**src/design/box_nonmax_suppression_macros.svh**
```systemverilog
// assertion macros for the box non-maximum suppression block
// no dependencies
`ifndef BOX_NONMAX_SUPPRESSION_MACROS_SVH
`define BOX_NONMAX_SUPPRESSION_MACROS_SVH
`ifndef SYNTHESIS
`define BNMS_ASSERT(label, clk, rst, prop, msg) \
   label: assert property (@(posedge clk) disable iff (rst) prop) else $error(msg);
`define BNMS_ASSERT_NORST(label, clk, prop, msg) \
   label: assert property (@(posedge clk) prop) else $error(msg);
`else
`define BNMS_ASSERT(label, clk, rst, prop, msg)
`define BNMS_ASSERT_NORST(label, clk, prop, msg)
`endif
`endif

```
**src/design/bnms_pkg.sv**
```systemverilog
// shared types and constants for box non-maximum suppression
// no dependencies
package bnms_pkg;

   localparam logic [15:0] THRESH_RESET = 16'd29491;
   localparam int QUEUE_DEPTH = 2;

   typedef struct packed {
      logic signed [15:0] box_left;
      logic signed [15:0] box_top;
      logic signed [15:0] box_width;
      logic signed [15:0] box_height;
      logic [15:0]        score;
      logic signed [7:0]  class_tag;
      logic               last_box;
   } req_word_type;

   typedef struct packed {
      logic signed [15:0] kept_left;
      logic signed [15:0] kept_top;
      logic signed [15:0] kept_width;
      logic signed [15:0] kept_height;
      logic [15:0]        kept_score;
      logic signed [7:0]  kept_class;
      logic               dropped_overflow;
      logic               last_kept;
   } rsp_word_type;

   // command from front to back
   typedef struct packed {
      logic [63:0] coords;
      logic [15:0] score;
      logic [7:0]  class_tag;
      logic        store;      // write into the store
      logic        last_box;   // run suppression afterwards
   } cmd_type;

endpackage

```
**src/design/bnms_front.sv**
```systemverilog
// front end: accepts input words, classifies store or drop, queues commands
// depends on bnms_pkg
module bnms_front #(
   parameter int MAX_BOXES = 64
) (
   input  logic                  clock,
   input  logic                  reset,
   input  logic                  req_valid,
   output logic                  req_stall,
   input  bnms_pkg::req_word_type req_word,
   output logic                  cmd_valid,
   input  logic                  cmd_pop,
   output bnms_pkg::cmd_type     cmd_word
);
   localparam int CW = $clog2(MAX_BOXES + 1);
   localparam int QD = bnms_pkg::QUEUE_DEPTH;

   bnms_pkg::cmd_type q_ff [QD];
   logic         rd_ff, rd_in, wr_ff, wr_in;
   logic [1:0]   cnt_ff, cnt_in;
   logic [CW-1:0] acc_ff, acc_in;   // boxes accepted into the current list
   logic         push;
   bnms_pkg::cmd_type nc;

   assign req_stall = (cnt_ff == 2'(QD));
   assign push = req_valid && !req_stall;
   assign cmd_valid = (cnt_ff != 2'd0);
   assign cmd_word = q_ff[rd_ff];

   always_comb begin
      nc.coords = {req_word.box_height, req_word.box_width, req_word.box_top,
                   req_word.box_left};
      nc.score = req_word.score;
      nc.class_tag = req_word.class_tag;
      nc.store = (acc_ff < CW'(MAX_BOXES));
      nc.last_box = req_word.last_box;
      rd_in = rd_ff ^ (cmd_pop && cmd_valid);
      wr_in = wr_ff ^ push;
      cnt_in = cnt_ff + 2'(push) - 2'(cmd_pop && cmd_valid);
      acc_in = acc_ff;
      if (push) begin
         if (req_word.last_box) begin
            acc_in = '0;
         end else if (nc.store) begin
            acc_in = acc_ff + CW'(1);
         end
      end
   end

   always_ff @(posedge clock) begin
      if (push) begin
         q_ff[wr_ff] <= nc;
      end
      if (reset) begin
         rd_ff <= 1'b0;
         wr_ff <= 1'b0;
         cnt_ff <= '0;
         acc_ff <= '0;
      end else begin
         rd_ff <= rd_in;
         wr_ff <= wr_in;
         cnt_ff <= cnt_in;
         acc_ff <= acc_in;
      end
   end
endmodule

```
**config.mk**
```make
export PLATFORM = sky130hd
export DESIGN_NAME = bnms_front
export DESIGN_NICKNAME = d
export VERILOG_FILES = /design/src/design/box_nonmax_suppression_macros.svh /design/src/design/bnms_pkg.sv /design/src/design/bnms_front.sv
export SDC_FILE = /design/constraint.sdc
export NUM_CORES = 1
export LEC_CHECK = 0
export ABC_CLOCK_PERIOD_IN_PS = 8500
export BUFFER_PORTS_ARGS = -buffer_cell sky130_fd_sc_hd__buf_2
export CORE_MARGIN = 5
export CORE_UTILIZATION = 26
export DETAILED_ROUTE_END_ITERATION = 7
export HOLD_SLACK_MARGIN = 0.02
export SLEW_MARGIN = 5
export SYNTH_ARGS = -nofsm -noshare
export SYNTH_HDL_FRONTEND = slang
export SYNTH_SLANG_ARGS = --single-unit
export TNS_END_PERCENT = 100
```
**constraint.sdc**
```tcl
create_clock -name clock -period 8.5 [get_ports clock]
set_input_delay 1.275 -clock clock [delete_from_list [all_inputs] [get_ports clock]]
set_output_delay 1.275 -clock clock [all_outputs]
set_load 0.01 [all_outputs]
```
### Yosys cells after proc, flatten, opt, wreduce, memory -nomap -nowiden

Memories as Yosys holds them, arrays and structs flattened. A register that Yosys moved wholly into a read port is not among the register bits.
Cells that the tools add are included.

| storage, ports and cells | value |
|---|---|
| input port bits | 93 |
| memories | 1 |
| flip-flop bits (word level) | 11 |
| output and inout port bits | 92 |
| bits in writable memories | 180 |

Memory list:

| memory | depth | bits a word | rd ports | clocked after memory_dff | wr ports | RTL line | RTL |
|---|---|---|---|---|---|---|---|
| q_ff | 2 | 90 | 1 | 1 | 1 | bnms_front.sv:18 | `bnms_pkg::cmd_type q_ff [QD];` |

| cells by class | value |
|---|---|
| equal/unequal tests | 1 |
| add/subtract/negate cells | 3 |
| magnitude comparators | 1 |
| muxes and demuxes | 5 |
| reduce and logical (&&, ||, !) cells | 6 |
| bitwise gates (word level) | 2 |

Operators with widths:

| operator | number |
|---|---|
| $mux W7 | 2 |
| $add A7 B1 Y7 const B | 1 |
| $lt A7 B7 Y1 const B | 1 |
| $reduce_bool A2 Y1 | 2 |
| $mux W1 | 3 |
| $add A2 B1 Y2 | 1 |
| $eq A2 B2 Y1 const B | 1 |
| $logic_and A1 B1 Y1 | 2 |
| $reduce_and A2 Y1 | 1 |
| $sub A2 B1 Y2 | 1 |
| $xor A1 B1 Y1 | 2 |
| $logic_not A1 Y1 | 1 |

### Logic depth before layout (Yosys ltp)

Gate-level depths: netlist of run 1.

| depth | value |
|---|---|
| word-level depth | 5 |
| mapped depth | 9 |

### Worst setup path before layout of run 1

Ideal clock, no wire load.

| path | value |
|---|---|
| path kind | in2reg |
| from | in req_valid |
| to | mem q_ff[1][0] (netlist bit), enable pin |
| setup time | 0.459 ns |
| data required time | 8.041 ns |
| setup slack | 4.262 ns |
| data arrival time | 3.779 ns |
| cell stages on the path | 4 |
| cell sequence | nand2_1 buf_2 inv_1 ha_1 |

| on the way | value |
|---|---|
| cells in the longest elaborated chain, start to end | 3 |

RTL lines:

| what | RTL line | RTL |
|---|---|---|
| start: declaration | bnms_front.sv:8 | `input logic req_valid,` |
| $logic_and A1 B1 Y1 | bnms_front.sv:26 | `assign push = req_valid && !req_stall;` |
| $mux W1 | bnms_front.sv:51 | `if (push) begin` |
| $mux W1 (not written as such) | bnms_front.sv:52 | `q_ff[wr_ff] <= nc;` |
| end: declaration | bnms_front.sv:18 |  |

Every way passes these cells.

==> impl_metrics.json, run 1 <==
{
  "cts.sinks": 191,
  "r2r_cells": 5,
  "drive_above_1_share_pct": 56.76,
  "rows": 60,
  "period_share_pct": 44.31,
  "p_per_area_nw_per_um2": 291.9,
  "wl_um": 14530,
  "hold_slack_ns": 0.4982,
  "nNetsFinal": 640,
  "fmax_mhz": 265.5,
  "required_ns": 7.22,
  "dpl_cell_area_sq_um": 8384,
  "slowest_delay_ns": 0.74,
  "crit_chain": "buf_4, mux2_2, buf_2",
  "gr-total-overflow": 0,
  "clk_latency_ns": 0.42,
  "drtIter0Drc": 184,
  "ant_nets": 0,
  "holdPathEnd": "acc_ff[4]$_SDFFE_PP0P_",
  "seq_area_frac_synth_pct": 79.99,
  "drt_first_pass_iters": 4,
  "avgViaCountPerCell": 4.106,
  "synth_cell_types": 28,
  "yosysTopAreaCell": "edfxtp_1",
  "ios": 185,
  "start_util_pct": 26.24,
  "path_max_fanout": 50,
  "h-tree-depth": 4,
  "async_flop_share_pct": 0,
  "grt_pass1_wl_um": 21790,
  "drc": 0,
  "grt_max_degree": 51,
  "vias": 3683,
  "yosys_register_bits": 191,
  "rr_endpoint": "q_ff[0][80]$_DFFE_PP_",
  "design_area_sq_um": 8999,
  "die_w_um": 174.5,
  "critPathCaptureType": "output port",
  "status": "completed",
  "port_buffers": 184,
  "cts_setup_buffers": 0,
  "critPathKind": "reg -> out",
  "syn_avg_cell_area_sq_um": 20.21,
  "skew_ns": 0.009946,
  "rrSetupSlack_ns": 5.80,
  "place_hpwl_um": 9528,
  "areaGrowthSynthToFinish_pct": 27.95,
  "core_area_sq_um": 26800,
  "synth_commonest_cells": "edfxtp_1 (180), mux2_2 (90), dfxtp_1 (11), clkbuf_1 (10), nor2_1 (6)",
  "holdCritStartpoint": "acc_ff[4]$_SDFFE_PP0P_",
  "leakagePower_nw": 3.263,
  "netlist_top_cells_area": "edfxtp_1 (77%), mux2_2 (14%), dfxtp_1 (3.1%)",
  "yosysMostFrequentCell": "edfxtp_1",
  "die_h_um": 174.5,
  "wire_per_inst_um": 16.20,
  "ir_drop_v": 0.0001583,
  "routabilityCongestion": 0.7376,
  "fillerInstances": 2586,
  "hold_class": "reg -> reg",
  "final.setup.tns_ns": 0,
  "min_path_cells": 2,
  "tightest_slew_ns": 0.7305,
  "grt_usage_pct": 9.340,
  "period_minus_slack_ns": 3.766,
  "cp-start-kind": "flop",
  "syn-num-nets": 446,
  "synth_edf_count": 180,
  "cap_violations": 0,
  "cts_tree": "yes",
  "rsz0062_at_grt": "false",
  "slew_viol_final": 0,
  "cp.arrival_ns": 2.49,
  "die_area_sq_um": 30440,
  "fin_util_pct": 33.58,
  "yosys_warnings": 0,
  "grt_pass1_vias": 3841,
  "postCtsResizedCells": 0,
  "syn_area_sq_um": 7033,
  "cpMaxStageDelayCell": "dfxtp_4",
  "hold_viol_final": 0,
  "cts_buffers": 17,
  "cp_num_buf_inv": 2,
  "synth_flop_cell": "edfxtp_1",
  "relSlewSlack_pct": 51.30,
  "clockBufferDepth": 2,
  "grt_antenna_before_repair": 2,
  "clockRootBuffer": "clkbuf_16",
  "cp_top_family": "buffers and inverters",
  "netlist_instances": 348,
  "setup_viol": 0,
  "netlist.area_leader.share_pct": 76.85,
  "cts_hold_buffers": 0,
  "timing.rr.start": "cnt_ff[0]$_SDFF_PP0_",
  "clk_pin_slew_ns": 0.07
}
==> metrics by stage <==
step / std cells / setup slack (ns) / power [W]
floorplan: 348 / 4.262 / 0.001603
global placement: 864 / 4.867 / 0.001842
detailed placement: 864 / 4.851 / 0.001849
CTS: 896 / 4.648 / 0.002681
global route: 897 / 4.567 / 0.002764
finish: 897 / 4.734 / 0.002627
==> tightest hold or removal path, stage by stage, from the launching register on <==
cell     delay (ns)
dfxtp_1        0.32
o21ai_0        0.07
a21oi_1        0.06
==> registers in the layout, indices dropped and copies added (netlist names) <==
register	cells
wr_ff	1
acc_ff	7
cnt_ff	2
rd_ff	1
q_ff	180
==> cell type report <==
class / count / area (sq um) / area share [%]
Sequential cell: 191 / 5629 / 62.56
Multi-Input combinational cell: 140 / 1366 / 15.18
Timing Repair Buffer: 187 / 943.4 / 10.48
Tap cell: 341 / 426.7 / 4.741
Clock buffer: 17 / 425.4 / 4.727
Clock inverter: 15 / 186.4 / 2.072
Inverter: 5 / 18.77 / 0.2086
Antenna cell: 1 / 2.502 / 0.02781
==> cell families after synthesis <==
kind of cell             after synthesis  share of synthesized area, %
AO/OA/AOI/OAI                         14                         1.085
adder cells (fa/ha/maj)                5                        0.8895
XOR/XNOR                               3                        0.3737
multiplexers                          90                         14.41
AND/OR/NAND/NOR                       28                         2.313
buffers and inverters                 17                        0.9430
flip-flops                           191                         79.99
==> layer usage <==
layer | GRT usage, % | part of all wire (%)
met4 | 3.464 | 1.4
met5 | 0 | 0.10
met3 | 3.023 | 5.7
met2 | 15.81 | 50
met1 | 11.12 | 43
==> cells in the final DEF (no fill, tap or decap), drive strengths merged, types with 3 or more instances in the layout <==
cell      n
inv       9
mux2     90
edfxtp  180
nor2      6
a31oi     3
a21oi     5
nor2b     3
clkinv    7
buf     187
clkbuf   17
dfxtp    11
bufinv    3
nand2     4
o21ai     5
nand3     4
ha        5
==> report_power, final <==
group	total, W	switching, W	internal [W]
Clock	0.000822	0.000353	0.000469
Sequential	0.00124	0.0000530	0.00118
Combinational	0.000568	0.000303	0.000265
Total	0.00263	0.000710	0.00192
==> worst max path at each step <==
stage	startpoint	end	slack, ns	depth (start not counted)
floorplan	req_valid	q_ff[1][0]$_DFFE_PP_	4.26	4
global placement	req_valid	q_ff[1][55]$_DFFE_PP_	4.87	5
detailed placement	req_valid	q_ff[1][55]$_DFFE_PP_	4.85	5
CTS	rd_ff$_SDFF_PP0_	cmd_word[43]	4.65	3
global route	rd_ff$_SDFF_PP0_	cmd_word[43]	4.57	3
finish	rd_ff$_SDFF_PP0_	cmd_word[43]	4.73	3
Note: power is estimated with default switching activity, not from simulation.
==> inputs of run 2 (changes only) <==
- ABC_AREA: default -> 1
- ABC_CLOCK_PERIOD_IN_PS: 8500 -> 3400
- clock period: 8.5 -> 3.4 ns (I/O delays scaled with it)
==> impl_metrics.json, run 2 <==
{
  "status": "completed",
  "core_area_sq_um": 26950,
  "syn_area_sq_um": 7099,
  "yosysMostFrequentCell": "nand2_1",
  "syn-num-nets": 646,
  "timing.rr.start": "cnt_ff[0]$_SDFF_PP0_",
  "rows": 60,
  "clock_power_share_pct": 29.3,
  "synth_cell_types": 23,
  "final_cell_mix": "nand2_1 (281), buf_2 (184), edfxtp_1 (180)",
  "tightest_slew_ns": 0.5780,
  "period_minus_slack_ns": 2.653,
  "drt_first_pass_iters": 4,
  "cp.arrival_ns": 2.14,
  "drc": 0,
  "skew_ns": 0.01062,
  "largest_register": "q_ff",
  "routabilityCongestion": 0.7223,
  "holdCritStartpoint": "req_word[38]",
  "syn_avg_cell_area_sq_um": 12.95,
  "p_per_area_nw_per_um2": 762.4,
  "ant_nets": 0,
  "grt_usage_pct": 10.35,
  "grt_pass1_vias": 4541,
  "yosys_warnings": 0,
  "final_common_cell": "nand2_1",
  "synth_edf_count": 180,
  "diodes": 0,
  "cp-start-kind": "flop",
  "largestRegisters": "q_ff x180, acc_ff x7, cnt_ff x2",
  "pwr-share-seq_pct": 45.2,
  "hold_slack_ns": 0.2778,
  "r2r_cells": 4,
  "clk_pin_slew_ns": 0.07,
  "wl_um": 15690,
  "hold_class": "in -> reg",
  "register_area_sq_um": 5629,
  "yosys_register_bits": 191,
  "cap_violations": 0,
  "slew_viol_final": 0,
  "netlist.area_leader.share_pct": 76.14,
  "finalPower_w": 0.006917,
  "die_area_sq_um": 30710,
  "die_w_um": 175.2,
  "swShare_pct": 30.86,
  "period_share_pct": 78.03,
  "fmax_mhz": 376.9,
  "leakagePower_nw": 3.792,
  "die_h_um": 175.2,
  "gr-total-overflow": 0,
  "cts_setup_buffers": 0,
  "drtIter0Drc": 274,
  "cts_tree": "yes",
  "cts_hold_buffers": 0,
  "drive_above_1_share_pct": 30.89,
  "rrSetupSlack_ns": 1.34,
  "wire_per_inst_um": 14.36,
  "grt_max_degree": 71,
  "netlist_top_cells_area": "edfxtp_1 (76%), nand2_1 (15%), dfxtp_1 (3.1%)",
  "clockRootBuffer": "clkbuf_16",
  "place_hpwl_um": 10090,
  "ir_drop_v": 0.0003447,
  "critPathCaptureType": "output port",
  "relSlewSlack_pct": 61.47,
  "cts.sinks": 191,
  "fin_util_pct": 33.67,
  "p_int_w": 0.004783,
  "start_util_pct": 26.34,
  "final.setup.tns_ns": 0,
  "pre_cts_ws_ns": 1.101,
  "async_flop_share_pct": 0,
  "switchingPower_w": 0.002135,
  "ios": 185,
  "grt_pass1_wl_um": 24480,
  "largest_reg_flops": 180,
  "cts_buffers": 17,
  "hold_viol_final": 0,
  "grt_antenna_before_repair": 2,
  "nNetsFinal": 837,
  "synth_flop_cell": "edfxtp_1",
  "crit_path_start": "rd_ff$_SDFF_PP0_",
  "clk_latency_ns": 0.41,
  "multi_input_area_sq_um": 1355,
  "critPathKind": "reg -> out",
  "synth_commonest_cells": "nand2_1 (281), edfxtp_1 (180), dfxtp_1 (11), inv_1 (11)",
  "path_max_fanout": 51,
  "postCtsResizedCells": 0,
  "netlist_instances": 548,
  "clockBufferDepth": 2,
  "fillerInstances": 2684,
  "fin_ws_ns": 0.7470,
  "avgViaCountPerCell": 4.129,
  "areaGrowthSynthToFinish_pct": 27.81,
  "yosysTopAreaCell": "edfxtp_1",
  "setup_viol": 0,
  "vias": 4509,
  "seq_area_frac_synth_pct": 79.24,
  "required_ns": 2.89,
  "h-tree-depth": 4,
  "rsz0062_at_grt": "false",
  "p_comb_share_pct": 25.6,
  "port_buffers": 184,
  "crit_end": "cmd_word[66]",
  "rr_endpoint": "q_ff[1][20]$_DFFE_PP_"
}
run 2: cell types whose count changed after synthesis, moves of 2 or more:
cell / change
nand2_1: +277
mux2_2: -90
buf_2: +8
inv_1: +6
inv_2: +4
nor2_1: +4
a21oi_1: +3
a31oi_1: -3
o21ai_0: -3
clkbuf_1: -2
nand2_2: +2
nand3_2: +2
nand3b_1: -2
nor2b_1: -2
run 2: final cells by class:
cell class,count,share of cell area [%]
clock inverter,13,1.779
sequential,191,62.04
clock buffer,18,4.730
inverter,16,0.6757
tap,341,4.702
multi-input combinational,322,14.93
timing repair buffer,191,11.14
run 2: worst min path at each step:
stage | slack (ns) | to | cells after the start
2_1_floorplan | 0.46 | acc_ff[1]$_SDFFE_PP0P_ | 2
3_3_place_gp | 0.48 | acc_ff[1]$_SDFFE_PP0P_ | 2
3_5_place_dp | 0.49 | acc_ff[1]$_SDFFE_PP0P_ | 2
4_1_cts | 0.25 | q_ff[0][76]$_DFFE_PP_ | 1
5_1_grt | 0.23 | q_ff[0][76]$_DFFE_PP_ | 1
6_report | 0.28 | q_ff[1][87]$_DFFE_PP_ | 1
run 2: cell families (layout without fill, tap and decap cells):
logic type               after synthesis  count (layout)  share of synthesized area [%]
AND/OR/NAND/NOR                      303             303                          16.73
buffers and inverters                 35             238                          2.027
adder cells (fa/ha/maj)                5               5                         0.8812
flip-flops                           191             191                          79.24
AO/OA/AOI/OAI                         13              13                          1.005
XOR/XNOR                               1               1                         0.1234
run 2: power groups by stage:
stage,combinational [W],sequential (W),clock (W)
5_1_grt,0.00200,0.00315,0.00221
3_5_place_dp,0.00183,0.00318,0
3_3_place_gp,0.00182,0.00317,0
6_report,0.00177,0.00312,0.00202
2_1_floorplan,0.00100,0.00319,0
4_1_cts,0.00183,0.00313,0.00209
run 2: per-stage QoR:
stage	std cells	instance area, sq um
5_1_grt	1092	9074
2_1_floorplan	548	7099
4_1_cts	1092	9074
3_3_place_gp	1061	8483
3_5_place_dp	1061	8483
6_report	1092	9074
run 2: layer usage:
| layer | up-vias | wire, um | global-route usage, % |
|---|---|---|---|
| met1 | 2142 | 7079 | 13.14 |
| met3 | 15 | 1004 | 3.354 |
| met4 | 4 | 214 | 3.535 |
| met5 | - | 21 | 0 |
| li1 | 2219 | - | - |
| met2 | 129 | 7366 | 16.73 |
run 2: worst max-delay path: stages (launching register included):
cell     delay [ns]
dfxtp_4        0.35
buf_4          0.42
buf_4          0.54
nand2_1        0.10
nand2_1        0.10
buf_2          0.13
==> inputs of run 3 (changes only) <==
- ABC_CLOCK_PERIOD_IN_PS: 3400 -> 2600
- clock period: 3.4 -> 2.6 ns (I/O delays scaled with it)
==> impl_metrics.json, run 3 (synthesized netlist as in run 2, its figures left out) <==
{
  "status": "completed",
  "critPathKind": "reg -> out",
  "grt_pass1_wl_um": 24030,
  "hold_viol_final": 0,
  "rr_endpoint": "q_ff[0][52]$_DFFE_PP_",
  "largestRegisters": "q_ff x180, acc_ff x7, cnt_ff x2",
  "pre_cts_ws_ns": 0.6530,
  "largest_register": "q_ff",
  "wire_per_inst_um": 14.18,
  "clockBufferDepth": 2,
  "rrSetupSlack_ns": 0.75,
  "design_area_sq_um": 9119,
  "final_cell_mix": "nand2_1 (281), buf_2 (184), edfxtp_1 (180)",
  "die_area_sq_um": 30710,
  "critPathCaptureType": "output port",
  "cts_tree": "yes",
  "port_buffers": 184,
  "r2r_cells": 4,
  "ant_nets": 0,
  "tightest_slew_ns": 0.5891,
  "pwr-share-seq_pct": 44.7,
  "hold_slack_ns": 0.1524,
  "p_per_area_nw_per_um2": 1002,
  "period_share_pct": 79.55,
  "final_common_cell": "nand2_1",
  "drc": 0,
  "rsz0062_at_grt": "false",
  "crit_path_start": "rd_ff$_SDFF_PP0_",
  "p_int_w": 0.006365,
  "avgViaCountPerCell": 4.109,
  "leakagePower_nw": 3.809,
  "routabilityCongestion": 0.7028,
  "grt_antenna_before_repair": 1,
  "hold_class": "in -> reg",
  "postCtsResizedCells": 0,
  "drt_first_pass_iters": 4,
  "switchingPower_w": 0.002771,
  "drtIter0Drc": 245,
  "die_w_um": 175.2,
  "dp.cells": 1061,
  "cts_hold_buffers": 0,
  "ios": 185,
  "fmax_mhz": 483.5,
  "grt_max_degree": 93,
  "vias": 4483,
  "largest_reg_flops": 180,
  "cts_setup_buffers": 0,
  "timing.rr.start": "cnt_ff[0]$_SDFF_PP0_",
  "areaGrowthSynthToFinish_pct": 28.45,
  "dpl_cell_area_sq_um": 8508,
  "crit_end": "cmd_word[22]",
  "die_h_um": 175.2,
  "cp-start-kind": "flop",
  "slew_viol_final": 0,
  "h-tree-depth": 4,
  "grt_pass1_vias": 4588,
  "wl_um": 15470,
  "clk_pin_slew_ns": 0.07,
  "ir_drop_v": 0.0004297,
  "swShare_pct": 30.33,
  "setup_viol": 0,
  "nNetsFinal": 837,
  "required_ns": 2.21,
  "clockRootBuffer": "clkbuf_16",
  "drive_above_1_share_pct": 31.20,
  "place_hpwl_um": 9949,
  "gr-total-overflow": 0,
  "skew_ns": 0.007747,
  "clk_latency_ns": 0.42,
  "diodes": 0,
  "instances_no_fill": 1091,
  "fin_util_pct": 33.83,
  "clock_power_share_pct": 29.8,
  "core_area_sq_um": 26950,
  "cp.arrival_ns": 1.68,
  "cap_violations": 0,
  "grt_usage_pct": 10.11,
  "cts.sinks": 191,
  "path_max_fanout": 51,
  "rows": 60,
  "period_minus_slack_ns": 2.068,
  "relSlewSlack_pct": 60.72,
  "cts_buffers": 17,
  "start_util_pct": 26.34,
  "p_comb_share_pct": 25.5,
  "fin_ws_ns": 0.5317
}
run 3: cell types whose count changed in the layout (fill, tap and decap cells not counted):
cell,before,now
inv_6,3,4
bufinv_16,3,4
clkinv_2,1,3
buf_12,3,5
clkinv_1,4,2
buf_4,4,2
clkbuf_1,1,0
clkinv_4,3,1
run 3: cell type report:
cell class | count | area (sq um)
Tap cell | 341 | 426.7
Clock inverter | 13 | 185.2
Timing Repair Buffer | 191 | 1036
Inverter | 16 | 61.31
Fill cell | 2668 | 17830
Sequential cell | 191 | 5629
Multi-Input combinational cell | 322 | 1355
Clock buffer | 17 | 425.4
run 3: how the worst min path moves through the flow:
stage / end / startpoint / depth (start not counted)
2_1_floorplan: acc_ff[1]$_SDFFE_PP0P_ / acc_ff[1]$_SDFFE_PP0P_ / 2
3_3_place_gp: acc_ff[1]$_SDFFE_PP0P_ / acc_ff[1]$_SDFFE_PP0P_ / 2
3_5_place_dp: acc_ff[1]$_SDFFE_PP0P_ / acc_ff[1]$_SDFFE_PP0P_ / 2
4_1_cts: q_ff[1][16]$_DFFE_PP_ / req_word[15] / 1
5_1_grt: q_ff[0][61]$_DFFE_PP_ / req_word[44] / 1
6_report: q_ff[0][7]$_DFFE_PP_ / req_word[6] / 1
run 3: per-stage QoR:
step                TNS [ns]  power, W
floorplan            -115.46  0.005480
global placement           0  0.006534
detailed placement         0  0.006572
CTS                        0  0.009321
global route               0  0.009704
finish                     0  0.009136
run 3: metal layers:
| layer | GRT usage (%) | vias to the layer above | share of wire, % |
|---|---|---|---|
| li1 | - | 2216 | - |
| met1 | 11.82 | 2135 | 42 |
| met2 | 17.53 | 112 | 51 |
| met3 | 3.116 | 18 | 5.9 |
| met4 | 3.699 | 2 | 1.3 |
| met5 | 0 | - | 0.10 |
run 3: critical path, stage by stage (launching register included):
cell and delay (ns):
dfxtp_4 0.36, clkinv_2 0.05, buf_4 0.47, nand2_1 0.10, nand2_1 0.12, buf_2 0.14
run 3: power by group through the flow:
stage / Sequential, W / Combinational [W] / Clock (W)
detailed placement: 0.00415 / 0.00242 / 0
global route: 0.00412 / 0.00264 / 0.00295
floorplan: 0.00417 / 0.00131 / 0
finish: 0.00408 / 0.00233 / 0.00272
global placement: 0.00414 / 0.00240 / 0
CTS: 0.00409 / 0.00243 / 0.00281
